===== src/rtl/bccc_pkg.sv =====
package bccc_pkg;

    // field widths
    localparam int MV_W     = 16;
    localparam int MA_W     = 14;
    localparam int TARGET_W = 13;
    localparam int BAND_W   = 10;
    localparam int CUTOFF_W = 13;
    localparam int OUT_STEP_W = 10;
    localparam int CFG_IDX_W  = 3;
    localparam int CFG_DATA_W = 16;

    // regulator step range
    localparam int STEP_MAX = 1023;
    localparam int STEP_W   = $clog2(STEP_MAX + 1);

    // preset: trunc((17*mv - OFFSET) * STEP_MAX / SPAN), saturated
    localparam int PRESET_OFFSET = 33600;
    localparam int PRESET_SPAN   = 40000;
    localparam int PRESET_SHIFT  = 6;
    localparam int PRESET_DIV    = PRESET_SPAN / (2 ** PRESET_SHIFT);
    localparam int RECIP_SHIFT   = 30;
    localparam longint RECIP_MUL =
        ((64'(1) << RECIP_SHIFT) + PRESET_DIV - 1) / PRESET_DIV;
    localparam int RECIP_W       = 21;
    localparam int MV17_W        = MV_W + 5;

    // signed compare width for current limits
    localparam int LIM_W = MA_W + 1;

    // register indexes
    localparam logic [CFG_IDX_W-1:0] REG_TARGET = 3'd0;
    localparam logic [CFG_IDX_W-1:0] REG_BAND   = 3'd1;
    localparam logic [CFG_IDX_W-1:0] REG_CUTOFF = 3'd2;
    localparam logic [CFG_IDX_W-1:0] REG_LIMIT  = 3'd3;
    localparam logic [CFG_IDX_W-1:0] REG_FLOOR  = 3'd4;

    // register reset values
    localparam logic [TARGET_W-1:0] TARGET_RST = 13'd350;
    localparam logic [BAND_W-1:0]   BAND_RST   = 10'd5;
    localparam logic [CUTOFF_W-1:0] CUTOFF_RST = 13'd50;
    localparam logic [MV_W-1:0]     LIMIT_RST  = 16'd4100;
    localparam logic [MV_W-1:0]     FLOOR_RST  = 16'd3050;

    // cycle modes
    localparam logic MODE_CHARGE = 1'b0;
    localparam logic MODE_DRAIN  = 1'b1;

    typedef struct packed {
        logic [MV_W-1:0]        mv;
        logic signed [MA_W-1:0] ma;
    } sample_t;

    typedef struct packed {
        logic [OUT_STEP_W-1:0] step;
        logic                  charge_en;
        logic                  drain_en;
        logic                  mode;
        logic                  switched;
    } result_t;

endpackage


===== src/rtl/bccc_if.sv =====
// sample channel: one voltage and current reading per beat
interface bccc_sample_if;
    logic                                  valid;
    logic                                  ready;
    logic [bccc_pkg::MV_W-1:0]             battery_mv;
    logic signed [bccc_pkg::MA_W-1:0]      battery_ma;

    modport source (output valid, output battery_mv, output battery_ma, input ready);
    modport sink   (input valid, input battery_mv, input battery_ma, output ready);
endinterface

// result channel: regulator step and mode flags per beat
interface bccc_result_if;
    logic                                  valid;
    logic                                  ready;
    logic [bccc_pkg::OUT_STEP_W-1:0]       regulator_step;
    logic                                  charge_enable;
    logic                                  drain_enable;
    logic                                  cycle_mode;
    logic                                  mode_switched;

    modport source (output valid, output regulator_step, output charge_enable,
                    output drain_enable, output cycle_mode, output mode_switched,
                    input ready);
    modport sink   (input valid, input regulator_step, input charge_enable,
                    input drain_enable, input cycle_mode, input mode_switched,
                    output ready);
endinterface


===== src/rtl/bccc_preset.sv =====
module bccc_preset (
    input  logic [bccc_pkg::MV_W-1:0]   mv,
    output logic [bccc_pkg::STEP_W-1:0] step
);
    import bccc_pkg::*;

    localparam int PROD_W = 16 + STEP_W;
    localparam int X_W    = PROD_W - PRESET_SHIFT;
    localparam int Q_W    = X_W + RECIP_W;

    logic [MV17_W-1:0] mv17;
    logic [MV17_W-1:0] num;
    logic              above;
    logic              sat;
    logic [PROD_W-1:0] prod;
    logic [X_W-1:0]    x;
    logic [Q_W-1:0]    q;

    // 17*mv less the offset; nothing positive means step zero
    assign mv17  = {mv, 4'b0000} + MV17_W'(mv);
    assign above = mv17 > MV17_W'(PRESET_OFFSET);
    assign num   = mv17 - MV17_W'(PRESET_OFFSET);
    assign sat   = num >= MV17_W'(PRESET_SPAN);

    // scale by step max, then divide by span as a shift and a reciprocal multiply
    assign prod = PROD_W'(num[15:0]) * PROD_W'(STEP_MAX);
    assign x    = prod[PROD_W-1:PRESET_SHIFT];
    assign q    = Q_W'(x) * Q_W'(RECIP_MUL);

    always_comb
    begin
        if (!above)
            step = '0;
        else if (sat)
            step = STEP_W'(STEP_MAX);
        else
            step = q[RECIP_SHIFT +: STEP_W];
    end

endmodule


===== src/rtl/battery_cycle_charge_controller.sv =====
// channel   | dir | beat carries
// sample    | in  | battery_mv, battery_ma
// result    | out | regulator_step, charge_enable, drain_enable, cycle_mode, mode_switched
// cfg_*     | in  | register index and write data, write on cfg_wr_en
//
// one beat in per clock unless results stall; sample -> input register -> result register
// the mode and step update for a sample is combinational, between the
// input register and the result register, so each sample sees the previous one's state
// result register stalls hold the input register; sample ready drops only when both are full
// reset: drain mode, step zero, registers at their defaults, both channels empty
module battery_cycle_charge_controller (
    input  logic                              clk,
    input  logic                              rst_n,
    bccc_sample_if.sink                       sample,
    bccc_result_if.source                     result,
    input  logic                              cfg_wr_en,
    input  logic [bccc_pkg::CFG_IDX_W-1:0]    cfg_addr,
    input  logic [bccc_pkg::CFG_DATA_W-1:0]   cfg_wdata
);
    import bccc_pkg::*;

    logic [TARGET_W-1:0] target_reg;
    logic [BAND_W-1:0]   band_reg;
    logic [CUTOFF_W-1:0] cutoff_reg;
    logic [MV_W-1:0]     limit_reg;
    logic [MV_W-1:0]     floor_reg;

    logic                in_valid_reg;
    sample_t             in_reg;
    logic                out_valid_reg;
    result_t             out_reg;
    result_t             out_next;

    logic                mode_reg;
    logic                mode_next;
    logic [STEP_W-1:0]   step_reg;
    logic [STEP_W-1:0]   step_next;
    logic [STEP_W-1:0]   preset;

    logic                advance;
    logic signed [LIM_W-1:0] lo;
    logic signed [LIM_W-1:0] hi;
    logic signed [LIM_W-1:0] ma_ext;
    logic                nudge_up;
    logic                nudge_dn;

    // configuration registers
    always_ff @(posedge clk or negedge rst_n)
    begin
        if (!rst_n)
        begin
            target_reg <= TARGET_RST;
            band_reg   <= BAND_RST;
            cutoff_reg <= CUTOFF_RST;
            limit_reg  <= LIMIT_RST;
            floor_reg  <= FLOOR_RST;
        end
        else if (cfg_wr_en)
        begin
            unique case (cfg_addr)
                REG_TARGET: target_reg <= cfg_wdata[TARGET_W-1:0];
                REG_BAND:   band_reg   <= cfg_wdata[BAND_W-1:0];
                REG_CUTOFF: cutoff_reg <= cfg_wdata[CUTOFF_W-1:0];
                REG_LIMIT:  limit_reg  <= cfg_wdata[MV_W-1:0];
                REG_FLOOR:  floor_reg  <= cfg_wdata[MV_W-1:0];
                default:    ;
            endcase
        end
    end

    // handshake: the input register moves on whenever the result register frees
    assign advance      = in_valid_reg && (!out_valid_reg || result.ready);
    assign sample.ready = !in_valid_reg || advance;

    always_ff @(posedge clk or negedge rst_n)
    begin
        if (!rst_n)
            in_valid_reg <= 1'b0;
        else if (sample.ready)
            in_valid_reg <= sample.valid;
    end

    always_ff @(posedge clk)
    begin
        if (sample.valid && sample.ready)
        begin
            in_reg.mv <= sample.battery_mv;
            in_reg.ma <= sample.battery_ma;
        end
    end

    bccc_preset u_preset (
        .mv   (in_reg.mv),
        .step (preset)
    );

    // dead band around the target current
    assign ma_ext   = LIM_W'(in_reg.ma);
    assign lo       = $signed(LIM_W'(target_reg)) - $signed(LIM_W'(band_reg));
    assign hi       = $signed(LIM_W'(target_reg)) + $signed(LIM_W'(band_reg));
    assign nudge_up = ma_ext <= lo;
    assign nudge_dn = ma_ext >= hi;

    // mode and step update for the sample in the input register
    always_comb
    begin
        mode_next = mode_reg;
        step_next = step_reg;
        if (mode_reg == MODE_CHARGE)
        begin
            if (in_reg.mv < limit_reg)
            begin
                if (nudge_up && !nudge_dn && step_reg != STEP_W'(STEP_MAX))
                    step_next = step_reg + 1'b1;
                else if (nudge_dn && !nudge_up && step_reg != '0)
                    step_next = step_reg - 1'b1;
            end
            else if (ma_ext <= $signed(LIM_W'(cutoff_reg)))
                mode_next = MODE_DRAIN;
        end
        else if (in_reg.mv <= floor_reg)
        begin
            step_next = preset;
            mode_next = MODE_CHARGE;
        end
    end

    always_comb
    begin
        out_next.step      = OUT_STEP_W'(step_next);
        out_next.charge_en = mode_next == MODE_CHARGE;
        out_next.drain_en  = mode_next == MODE_DRAIN;
        out_next.mode      = mode_next;
        out_next.switched  = mode_next != mode_reg;
    end

    // state registers
    always_ff @(posedge clk or negedge rst_n)
    begin
        if (!rst_n)
        begin
            mode_reg <= MODE_DRAIN;
            step_reg <= '0;
        end
        else if (advance)
        begin
            mode_reg <= mode_next;
            step_reg <= step_next;
        end
    end

    // result register
    always_ff @(posedge clk or negedge rst_n)
    begin
        if (!rst_n)
            out_valid_reg <= 1'b0;
        else if (advance)
            out_valid_reg <= 1'b1;
        else if (result.ready)
            out_valid_reg <= 1'b0;
    end

    always_ff @(posedge clk)
    begin
        if (advance)
            out_reg <= out_next;
    end

    assign result.valid          = out_valid_reg;
    assign result.regulator_step = out_reg.step;
    assign result.charge_enable  = out_reg.charge_en;
    assign result.drain_enable   = out_reg.drain_en;
    assign result.cycle_mode     = out_reg.mode;
    assign result.mode_switched  = out_reg.switched;

endmodule


===== src/flat_wrapper.sv =====
// flat-port wrapper written by rule: the top's interface ports become plain ports
module battery_cycle_charge_controller_flat import bccc_pkg::*;
  (clk, rst_n, cfg_wr_en, cfg_addr, cfg_wdata, sample_valid, sample_battery_mv, sample_battery_ma, sample_ready, result_valid, result_regulator_step, result_charge_enable, result_drain_enable, result_cycle_mode, result_mode_switched, result_ready);
  bccc_sample_if sample_i ();
  bccc_result_if result_i ();
  input  logic clk;
  input  logic rst_n;
  input  logic cfg_wr_en;
  input  logic [bccc_pkg::CFG_IDX_W-1:0] cfg_addr;
  input  logic [bccc_pkg::CFG_DATA_W-1:0] cfg_wdata;
  input wire logic [$bits(sample_i.valid)-1:0] sample_valid;
  input wire logic [$bits(sample_i.battery_mv)-1:0] sample_battery_mv;
  input wire logic [$bits(sample_i.battery_ma)-1:0] sample_battery_ma;
  output wire logic [$bits(sample_i.ready)-1:0] sample_ready;
  output wire logic [$bits(result_i.valid)-1:0] result_valid;
  output wire logic [$bits(result_i.regulator_step)-1:0] result_regulator_step;
  output wire logic [$bits(result_i.charge_enable)-1:0] result_charge_enable;
  output wire logic [$bits(result_i.drain_enable)-1:0] result_drain_enable;
  output wire logic [$bits(result_i.cycle_mode)-1:0] result_cycle_mode;
  output wire logic [$bits(result_i.mode_switched)-1:0] result_mode_switched;
  input wire logic [$bits(result_i.ready)-1:0] result_ready;
  assign sample_i.valid = sample_valid;
  assign sample_i.battery_mv = sample_battery_mv;
  assign sample_i.battery_ma = sample_battery_ma;
  assign sample_ready = sample_i.ready;
  assign result_valid = result_i.valid;
  assign result_regulator_step = result_i.regulator_step;
  assign result_charge_enable = result_i.charge_enable;
  assign result_drain_enable = result_i.drain_enable;
  assign result_cycle_mode = result_i.cycle_mode;
  assign result_mode_switched = result_i.mode_switched;
  assign result_i.ready = result_ready;
  battery_cycle_charge_controller u_core (.clk(clk), .rst_n(rst_n), .sample(sample_i), .result(result_i), .cfg_wr_en(cfg_wr_en), .cfg_addr(cfg_addr), .cfg_wdata(cfg_wdata));
endmodule

===== config.mk =====
export PLATFORM = sky130hd
export DESIGN_NAME = battery_cycle_charge_controller_flat
export DESIGN_NICKNAME = d
export VERILOG_FILES = /design/src/rtl/bccc_pkg.sv /design/src/rtl/bccc_if.sv /design/src/rtl/bccc_preset.sv /design/src/rtl/battery_cycle_charge_controller.sv /design/src/flat_wrapper.sv
export SDC_FILE = /design/constraint.sdc
export NUM_CORES = 1
export LEC_CHECK = 0
export BUFFER_PORTS_ARGS = -buffer_cell sky130_fd_sc_hd__buf_2
export CAP_MARGIN = 20
export CORE_ASPECT_RATIO = 1.5
export CORE_MARGIN = 2
export CORE_UTILIZATION = 35
export CTS_CLUSTER_SIZE = 28
export DETAILED_ROUTE_END_ITERATION = 8
export HOLD_SLACK_MARGIN = 0.12
export PLACE_DENSITY = 0.47
export SLEW_MARGIN = 10
export SYNTH_ARGS = -nofsm -noshare
export SYNTH_HDL_FRONTEND = slang
export SYNTH_HIERARCHICAL = 1
export SYNTH_SLANG_ARGS = --single-unit

===== constraint.sdc =====
create_clock -name clk -period 17.9 [get_ports clk]
set_input_delay 3.58 -clock clk [delete_from_list [all_inputs] [get_ports clk]]
set_output_delay 3.58 -clock clk [all_outputs]
set_load 0.02 [all_outputs]

Word level (Yosys, flattened, before mapping)
Cells that the tools add are included.
Storage, ports and cells
  flip-flop bits (word level): 124
  bits of input ports: 54
  output and inout bits: 16
  word-level logic and storage cells: 70
Operators by class
  add/sub/neg operators: 6
  $mul: 2
  order comparisons: 7
  eq/ne operators: 6
  multiplexer cells: 13
  bitwise logic cells: 1
  reductions and logical operators: 20
Operator list (count)
  2-to-1 mux 10 bit: 7
  multiplier 20 x 21 -> 40 bit (second input constant): 1
  less-or-equal comparator 14 bit: 2
  multiplier 16 x 10 -> 26 bit (second input constant): 1
  adder 20 x 16 -> 21 bit: 1
  greater-or-equal comparator 21 x 16 -> 1 bit (second input constant): 1
  greater-than comparator 21 x 16 -> 1 bit (second input constant): 1
  subtractor 21 x 16 -> 21 bit (second input constant): 1
  less-or-equal comparator 16 bit: 1
  < comparator 16 bit: 1
  greater-or-equal comparator 14 x 15 -> 1 bit: 1
  adder 13 x 10 -> 14 bit: 1
  subtractor 13 x 10 -> 14 bit: 1
  adder 10 x 1 -> 10 bit (second input constant): 1
  != test 10 bit (second input constant): 1
  AND reduction 2 bit: 5
  nonzero test 10 bit: 1
  subtractor 10 x 1 -> 10 bit (second input constant): 1
  == test 3 x 2 -> 1 bit (second input constant): 2
  logical AND 1 bit: 6
  2-to-1 mux 1 bit: 6
  zero test 1 bit: 4
  == test 3 x 1 -> 1 bit (second input constant): 1
  == test 3 bit (second input constant): 1
  other kinds (5): 6

Longest topological paths before layout
Gate-level depths: netlist of run 1.
  depth in word-level cells: 9
  depth in mapped cells: 63
  gate-level depth less buffers: 63

Hierarchy
Netlist of run 1, hierarchy kept.
By module, submodules not included
  bccc_preset: instances 1, cells an instance 1239, area each 11763.8 sq um, seq. area each 0.0 sq um
  battery_cycle_charge_controller: instances 1, cells an instance 826, area each 8131.5 sq um, seq. area each 3345.7 sq um

Least setup slack after synthesis of run 1
No wires, ideal clock.
  path kind: reg2reg
  from: register u_core/in_reg[14] (netlist name)
  to: register u_core.step_reg[9]
  setup time: 0.077 ns
  arrival: 13.798 ns
  data required time: 17.823 ns
  slack: 4.025 ns
  stages on the path, launching flop included: 57
  path buffers: 0
  period minus slack after synthesis: 13.875 ns
  path through: edfxtp_1 ha_1 inv_1 fa_1 and2b_1 o21ai_2 xnor2_2 o311a_1 a21oi_1 nand2_1 xnor2_1 ha_1 xor2_1 fa_1 fa_1 fa_1 inv_1 fa_1 [21 not listed] fa_1 fa_1 ha_1 ha_1 a21o_1 a21oi_1 o21a_1 o211ai_1 a211oi_1 o2111ai_1 a31oi_1 o21bai_1 xnor2_1 xnor2_1 o21a_1 nor3_1 or4_1 a21oi_1
Between the ends
  longest elaborated chain between the ends: 8
  elaborated cells between the ends (all ways): 13
  those cells by class: add/sub (2); mul (2); order compare (4); mux (5)
RTL lines
  adder 20 x 16 -> 21 bit *: RTL line bccc_preset.sv:20  | assign mv17 = {mv, 4'b0000} + MV17_W'(mv);
  subtractor 21 x 16 -> 21 bit: RTL line bccc_preset.sv:22  | assign num = mv17 - MV17_W'(PRESET_OFFSET);
  multiplier 16 x 10 -> 26 bit: RTL line bccc_preset.sv:26  | assign prod = PROD_W'(num[15:0]) * PROD_W'(STEP_MAX);
  multiplier 20 x 21 -> 40 bit: RTL line bccc_preset.sv:28  | assign q = Q_W'(x) * Q_W'(RECIP_MUL);
  2-to-1 mux 10 bit: RTL line bccc_preset.sv:34  | else if (sat)
  2-to-1 mux 10 bit *: RTL line bccc_preset.sv:32  | if (!above)
  net u_core.preset[9]: RTL line battery_cycle_charge_controller.sv:38  | logic [STEP_W-1:0] preset;
  2-to-1 mux 10 bit *: RTL line battery_cycle_charge_controller.sv:121  | else if (in_reg.mv <= floor_reg)
  2-to-1 mux 10 bit *: RTL line battery_cycle_charge_controller.sv:109  | if (mode_reg == MODE_CHARGE)
  end signal, assigned: RTL line battery_cycle_charge_controller.sv:148  | step_reg <= step_next;
  end, declared: RTL line battery_cycle_charge_controller.sv:36  | logic [STEP_W-1:0] step_reg;
Mark *: on every way through the listed nets, which the timed path passes. The rest lies on a longest branch.
A chain may end at the register's enable or synchronous reset.

Worst setup path after layout of run 1
  from: register u_core/in_reg[14] (netlist name)
  to: register u_core.step_reg[9]
Between the ends
  longest elaborated chain between the ends: 8
  elaborated cells between the ends (all ways): 13
  those cells by class: add/sub (2); mul (2); order compare (4); mux (5)
RTL lines (RTL line)
  adder 20 x 16 -> 21 bit *: bccc_preset.sv:20
  subtractor 21 x 16 -> 21 bit: bccc_preset.sv:22
  multiplier 16 x 10 -> 26 bit: bccc_preset.sv:26
  multiplier 20 x 21 -> 40 bit: bccc_preset.sv:28
  2-to-1 mux 10 bit: bccc_preset.sv:34
  2-to-1 mux 10 bit *: bccc_preset.sv:32
  net u_core.preset[9]: battery_cycle_charge_controller.sv:38
  2-to-1 mux 10 bit *: battery_cycle_charge_controller.sv:121
  2-to-1 mux 10 bit *: battery_cycle_charge_controller.sv:109
Marks and branches as above.

==> out/metrics.cfg, run 1 <==
[routing]
wl_per_cell_um=18.73
antenna_left=0
via_per_inst=4.888
firstDrtPassIters=4
wirelength_um=54500
drtIter0Drc=397
drc=0
vias=14230

[logic_synthesis]
synth_top_family_by_area=adder cells
synth_fa_ha_area_share_pct=46.12
synth_xor_xnor_area_share_pct=3.729
synth_top_area_share_pct=23.08
synth_warnings=6
synth_top_flop_cell=dfrtp_1
synth.largest_area_cell=ha_1
yosysUniqueCellTypes=103
yosysSeqAreaShare_pct=16.82
synthCells=2065
avgSynthCellArea_um2=9.635
ys_ff_latch=124
yosys-top-cells-count=476 x inv_1, 367 x ha_1, 228 x fa_1, 112 x nand2_1, 89 x nor2_1
synthesis.area_um2=19900
synth_edf_count=43
synthArstFlopShare_pct=65.32
yosysMostFrequentCell=inv_1
syn_nets=2714
synth_mux_area_share_pct=2.195
synth_compound_area_share_pct=11.97
yosys-top-cells-area=ha_1 23%, fa_1 23%, inv_1 9.0%
synthSimpleGateAreaFrac_pct=9.358

[cts]
cts_max_path_buffers=2
insertion_delay_ns=0.44
clk_pin_slew_ns=0.06
post_cts_buffers=0
cts_repair_resize_count=0
htreeDepth=4
cts_hold_buf=0
cts-root-buf=clkbuf_16
cts_tree=built
clock-sinks=124
cts_inserted_buffers=17

[worst_setup_path]
endpoint_kind=flip-flop
critPathMaxStageDelay_ns=0.72
crit_path_start=u_core/in_reg[14]
criticalPathCategory=flip-flop to flip-flop
start_kind=flip-flop
required_ns=18.27
cp.arrival_ns=15.98
cpMaxStageDelayCell=xnor2_1
regToRegStartpoint=u_core/in_reg[14]
cp_num_buf_inv=6
cp_top_family=adder cells
crit_top_cell=fa_1
crit_fanout=8

[final_layout]
insertedDiodeCount=0
largest_reg_flops=30
fin_util_pct=38.58
design_area_um2=21800
area_growth_pct=9.565
nFillCells=5831
drive_gt1_share_pct=10.11
finalNonFillerCells=2910
nNetsFinal=2783

[placed_design]
hpwl_um=48310
io_buffer_count=69
gp_congestion=0.8791
postPlaceCellArea_um2=21170
placed_cells=2877

[grt]
grt_max_degree=62
antenna_found_initial=0
gr-usage-all-layers_pct=19.37
grt_pass1_wl_um=85300
overflow=0
grt_pass1_vias=15440

[sta]
setup_viol=0
worstMarginPinSlew_ns=0.9574
rsz0062_at_grt=no
hold_violations=0
fmax_mhz=64.05
fin_setup_tns_ns=0
min_period_ns=15.61
fin_crit_sh_pct=87.23
slew_violations=0
relSlewSlack_pct=35.71
skew_ns=0.009936

[flow_run]
cap_violations=0

[floorplan]
die_h_um=296
row_count=107
coreArea_um2=56500
pin_count=70
start_util_pct=35.22
die_w_um=198.7
die-area_um2=58810

[hold_path]
holdCritStartpoint=u_core/in_valid_reg
hold_path.class=flip-flop to flip-flop

[status]
status=complete, no violations

## cells in the final DEF, fill, tap and decap left out, types with 10 or more instances in the layout
| cell | Yosys | routed |
|---|---|---|
| inv_1 | 476 | 476 |
| ha_1 | 367 | 367 |
| fa_1 | 228 | 228 |
| nand2_1 | 112 | 112 |
| nor2_1 | 89 | 89 |
| o21ai_0 | 87 | 87 |
| a21oi_1 | 72 | 72 |
| buf_2 | 1 | 68 |
| dfrtp_1 | 59 | 59 |
| xnor2_1 | 54 | 54 |
| edfxtp_1 | 43 | 43 |
| mux2_2 | 32 | 32 |
| xor2_1 | 27 | 27 |
| o21a_1 | 26 | 26 |
| a211oi_1 | 22 | 22 |
| nand3_1 | 22 | 22 |
| dfstp_2 | 22 | 22 |
| nor3_1 | 22 | 21 |
| nand4_1 | 19 | 19 |
| clkbuf_16 | 0 | 18 |
| nand2b_1 | 17 | 17 |
| a21o_1 | 17 | 17 |
| buf_4 | 3 | 14 |
| nor2b_1 | 14 | 14 |
| o21bai_1 | 10 | 10 |
| or3_1 | 10 | 10 |
## worst paths after layout
kind	endpoint	slack, ns	depth (start not counted)
min in group asynchronous	u_core/limit_reg[1]	3.02	1
max in group asynchronous	u_core/step_reg[3]	13.73	2
min reg2reg	u_core/result.valid	0.50	1
min	u_core/result.valid	0.50	1
max	u_core/step_reg[9]	2.29	56
max reg2reg	u_core/step_reg[9]	2.29	56
## layer usage
metal	global-route usage, %	share of wire (%)
met5	0	0
met4	7.444	3.3
met3	1.080	1.2
met2	41.80	61
met1	18.38	34
## layout make-up
class	count	area (um^2)	area share [%]
multi-input combinational	1431	14630	67.12
sequential	124	3346	15.35
inverter	477	1790	8.214
tap	763	954.7	4.380
timing repair buffer	83	456.7	2.095
clock buffer	18	450.4	2.066
clock inverter	14	168.9	0.7749
## per-stage QoR
step / setup WS [ns] / hold WS [ns]
floorplan: 4.025 / 0.4572
global placement: 2.452 / 0.4799
CTS: 2.132 / 0.4991
finish: 2.287 / 0.4964
global route: 1.062 / 0.5237
detailed placement: 2.160 / 0.4868
## cell families after synthesis
logic type,count (synthesis)
adder cells (fa/ha/maj),597
buffers and inverters,510
XOR/XNOR,83
flip-flops,124
AO/OA/AOI/OAI,341
AND/OR/NAND/NOR,371
multiplexers,39
Power of run 1 is left out: the tool's default activity adds up to more than one toggle a clock period on the data nets, which glitch-free logic cannot reach.
==> run 2: changes to the inputs <==
ABC_AREA = 1   (was unset)
==> out/metrics.cfg, run 2 <==
[sta]
hold_ws_ns=0.4861
skew_ns=0.007754
slew_violations=0
fmax_mhz=72.74
hold_violations=0
worstMarginPinSlew_ns=1.075
fin_crit_sh_pct=76.81
min_period_ns=13.75
setup_viol=0
relSlewSlack_pct=28.10
rsz0062_at_grt=no
fin_setup_tns_ns=0

[logic_synthesis]
synthArstFlopShare_pct=65.32
synth_mux_area_share_pct=0
synthesis.area_um2=21130
avgSynthCellArea_um2=8.195
yosysMostFrequentCell=inv_1
synth_edf_count=43
yosys-top-cells-area=ha_1 22%, fa_1 22%, inv_1 11%
synth_top_flop_cell=dfrtp_1
synth_xor_xnor_area_share_pct=3.133
synth_top_area_share_pct=21.73
synth_fa_ha_area_share_pct=43.34
yosys-top-cells-count=630 x inv_1, 453 x nand2_1, 367 x ha_1, 228 x fa_1, 135 x o21ai_0
synth_top_family_by_area=adder cells
synthSimpleGateAreaFrac_pct=16.82
synth.largest_area_cell=ha_1
synthCells=2578
synth_compound_area_share_pct=8.865
syn_nets=3227
ys_ff_latch=124
synth_warnings=6
yosysSeqAreaShare_pct=15.84
yosysUniqueCellTypes=59

[status]
status=complete, no violations

[grt]
overflow=0
grt_pass1_wl_um=98520
antenna_found_initial=0
grt_pass1_vias=17890
grt_max_degree=59
gr-usage-all-layers_pct=20.60

[cts]
htreeDepth=4
cts_max_path_buffers=2
insertion_delay_ns=0.43
cts-root-buf=clkbuf_16
cts_hold_buf=0
cts_tree=built
cts_inserted_buffers=17
post_cts_buffers=0
cts_repair_resize_count=0
clock-sinks=124
clk_pin_slew_ns=0.06

[placed_design]
io_buffer_count=69
gp_congestion=0.8952
postPlaceCellArea_um2=22380
hpwl_um=53900

[worst_setup_path]
crit_top_cell=inv_1
cp.arrival_ns=13.93
endpoint_kind=flip-flop
crit_path_start=u_core/in_reg[14]
critPathMaxStageDelay_ns=0.65
criticalPathCategory=flip-flop to flip-flop
start_kind=flip-flop
required_ns=18.08
cpMaxStageDelayCell=xor2_1
regToRegStartpoint=u_core/in_reg[14]
crit_fanout=9

[routing]
via_per_inst=4.765
drc=0
wl_per_cell_um=17.73
vias=16430
drtIter0Drc=655
firstDrtPassIters=5
wirelength_um=61120
antenna_left=0

[floorplan]
die_w_um=204.6
start_util_pct=35.29
die_h_um=304.9
pin_count=70
row_count=110
coreArea_um2=59870
die-area_um2=62390

[final_layout]
final_common_cell=inv_1
insertedDiodeCount=0
fin_util_pct=38.40
drive_gt1_share_pct=8.149
mostFrequentLayoutCells=630 x inv_1, 453 x nand2_1, 367 x ha_1
design_area_um2=22990
largest_reg_flops=30
nNetsFinal=3299
area_growth_pct=8.824

[hold_path]
holdCritStartpoint=u_core/limit_reg[6]
hold_path.class=flip-flop to flip-flop

[flow_run]
cap_violations=0

==> run 2: cell count changes after synthesis, moves of 26 or more <==
| cell | delta |
|---|---|
| nand2_1 | +341 |
| inv_1 | +154 |
| nand3_1 | +82 |
| o21ai_0 | +48 |
| a21oi_1 | +40 |
| xnor2_1 | -37 |
| mux2_2 | -32 |
| nor2_1 | +30 |
| xor2_1 | +26 |
==> run 2: area by class of cell <==
class                           instances  area, um^2
Sequential cell                       124        3346
Fill cell                            6272       36880
Inverter                              642        2410
Tap cell                              784       980.9
Clock buffer                           21       460.4
Clock inverter                         11       141.4
Multi-Input combinational cell       1790       15250
Timing Repair Buffer                   75       407.9
==> run 2: through the flow <==
step                      std cells  worst slack, ns
final                          3447            4.152
after floorplan                2578            5.698
after global placement         3413            4.379
after global routing           3447            3.193
after CTS                      3446            4.140
after detailed placement       3414            4.203
==> run 2: path summary, 6_finish.rpt <==
check                                                  end  slack (ns)  cells after the start
max                        u_core/result.regulator_step[5]        4.15                     54
min                                    u_core/limit_reg[6]        0.49                      2
max reg2reg                u_core/result.regulator_step[5]        4.15                     54
min reg2reg                            u_core/limit_reg[6]        0.49                      2
max in group asynchronous              u_core/limit_reg[9]       13.67                      2
min in group asynchronous              u_core/in_valid_reg        3.07                      1
==> run 2: per-layer routing <==
metal  GRT usage, %  vias to the layer above  wire length [um]
li1               -                     8245                 -
met3          1.230                       66               734
met5              0                        -                 0
met4          6.657                        0              1792
met2          40.92                      204             34260
met1          22.71                     7911             24330
==> run 2: logic make-up after synthesis <==
group	Yosys count
AND/OR/NAND/NOR	793
buffers and inverters	664
adder cells (fa/ha/maj)	595
AO/OA/AOI/OAI	329
flip-flops	124
XOR/XNOR	73
==> run 2: worst max-delay path: cells and delay by family, from the launching register on <==
family / cells / cell delay [ns]
XOR/XNOR: 7 / 2.42
AO/OA/AOI/OAI: 10 / 1.93
flip-flops: 1 / 0.50
AND/OR/NAND/NOR: 6 / 0.79
adder cells (fa/ha/maj): 17 / 6.84
buffers and inverters: 14 / 0.98
Power of run 2 is left out for the same reason.
==> run 3: changes to the inputs <==
clock period = 13 ns   (was 17.9 ns; I/O delays follow)
==> out/metrics.cfg, run 3 (synthesized netlist as in run 2, its figures left out) <==
[worst_setup_path]
cp.arrival_ns=12.65
endpoint_kind=flip-flop
crit_top_cell=fa_1
cpMaxStageDelayCell=fa_1
cp.depth=53
criticalPathCategory=flip-flop to flip-flop
crit_fanout=7
start_kind=flip-flop
required_ns=13.32
r2r_cells=53
cp_num_buf_inv=11
critPathMaxStageDelay_ns=0.60
r2r-end=u_core/step_reg[9]
cp_top_family=adder cells
regToRegStartpoint=u_core/in_reg[14]
r2r_setup_slack_ns=0.67

[grt]
overflow=0
grt_max_degree=54
gr-usage-all-layers_pct=20.75
antenna_found_initial=0
grt_pass1_wl_um=99520
grt_pass1_vias=17820

[sta]
fin_ws_ns=0.6652
setup_viol=0
hold_violations=0
relSlewSlack_pct=34.46
min_period_ns=12.33
fmax_mhz=81.07
slew_violations=0
fin_crit_sh_pct=94.88
skew_ns=0.01047
worstMarginPinSlew_ns=0.9821

[floorplan]
row_count=110
die-area_um2=62390
coreArea_um2=59870
pin_count=70
start_util_pct=35.29
die_w_um=204.6
die_h_um=304.9

[final_layout]
nNetsFinal=3384
insertedDiodeCount=0
largest_reg_flops=30
mostFrequentLayoutCells=623 x inv_1, 447 x nand2_1, 353 x ha_1
ff_latch_area_um2=3346
multiInputGateArea_um2=15640
fin_util_pct=40.24
area_growth_pct=14.04
final_common_cell=inv_1
nFillCells=6129
drive_gt1_share_pct=13.94
finalNonFillerCells=3532

[hold_path]
holdCritStartpoint=u_core/floor_reg[15]
whs_path_depth=2
min_to=u_core/floor_reg[15]
hold_path.class=flip-flop to flip-flop

[placed_design]
placed_cells=3481
gp_congestion=0.9172
hpwl_um=54780
pre_cts_ws_ns=-0.05519
io_buffer_count=69

[routing]
antenna_left=0
via_per_inst=4.781
wirelength_um=62290
firstDrtPassIters=5
wl_per_cell_um=17.64
vias=16890
drtIter0Drc=691
drc=0

[flow_run]
cap_violations=0

[status]
status=complete, no violations

[cts]
insertion_delay_ns=0.44
cts_hold_buf=0
cts_max_path_buffers=2
clk_pin_slew_ns=0.06
htreeDepth=4
clock-sinks=124
cts-root-buf=clkbuf_16
cts_inserted_buffers=17
cts_tree=built

-- run 3: cell count changes in the layout (fill, tap and decap cells not counted), sizes merged --
cell | before | now
clkinvlp | 2 | 1
clkbuf | 21 | 20
buf | 75 | 160
inv | 643 | 647
clkinv | 5 | 3
-- run 3: how the worst max path moves through the flow --
stage	from	end
floorplan	u_core/in_reg[14]	u_core/result.regulator_step[9]
global placement	u_core/in_reg[18]	u_core/result.regulator_step[3]
detailed placement	u_core/in_reg[18]	u_core/step_reg[5]
CTS	u_core/in_reg[18]	u_core/result.regulator_step[9]
global route	u_core/in_reg[19]	u_core/step_reg[9]
finish	u_core/in_reg[14]	u_core/step_reg[9]
-- run 3: worst reg2reg max path: cells and delay by family (launching register included) --
kind / cells / cell delay, ns
AOI/OAI and AO/OA: 5 / 0.76
xor gates and xnor gates: 5 / 1.35
adders and majority gates: 16 / 7.14
buffers and inverters: 11 / 1.18
DFF: 1 / 0.36
and+or+nand+nor: 16 / 1.44
-- run 3: layout make-up --
cell class | instances | share of cell area (%)
clock buffers | 20 | 2.077
repair buffers | 160 | 4.341
multi-input cells | 1790 | 64.91
clock inverters | 12 | 0.6959
well taps | 784 | 4.071
inverters | 642 | 10.02
flip-flops and latches | 124 | 13.89
-- run 3: metal layers --
layer | global-route usage (%) | vias up | wire, um
met5 | 0 | - | 0
met4 | 6.235 | 0 | 1678
met3 | 1.080 | 72 | 1066
met2 | 41.26 | 252 | 35310
met1 | 23.13 | 8155 | 24240
li1 | - | 8408 | -
-- run 3: stage by stage --
stage               instance area [um^2]  hold WS, ns  setup TNS [ns]
floorplan                          21130       0.4530               0
global placement                   22870       0.4701         -0.2865
detailed placement                 22870       0.4738         -0.1303
CTS                                23550       0.4885               0
global route                       24090       0.5047         -0.1328
finish                             24090       0.4806               0
-- run 3: what timing repair did --
item                                   CTS  global route
endpoints found under the hold margin    0             0
gates resized for setup                  3            87
pin swaps                                0            17
setup buffers                            0            17
setup endpoints to repair                9            20
gates cloned                             0             0
Power of run 3 is left out for the same reason.
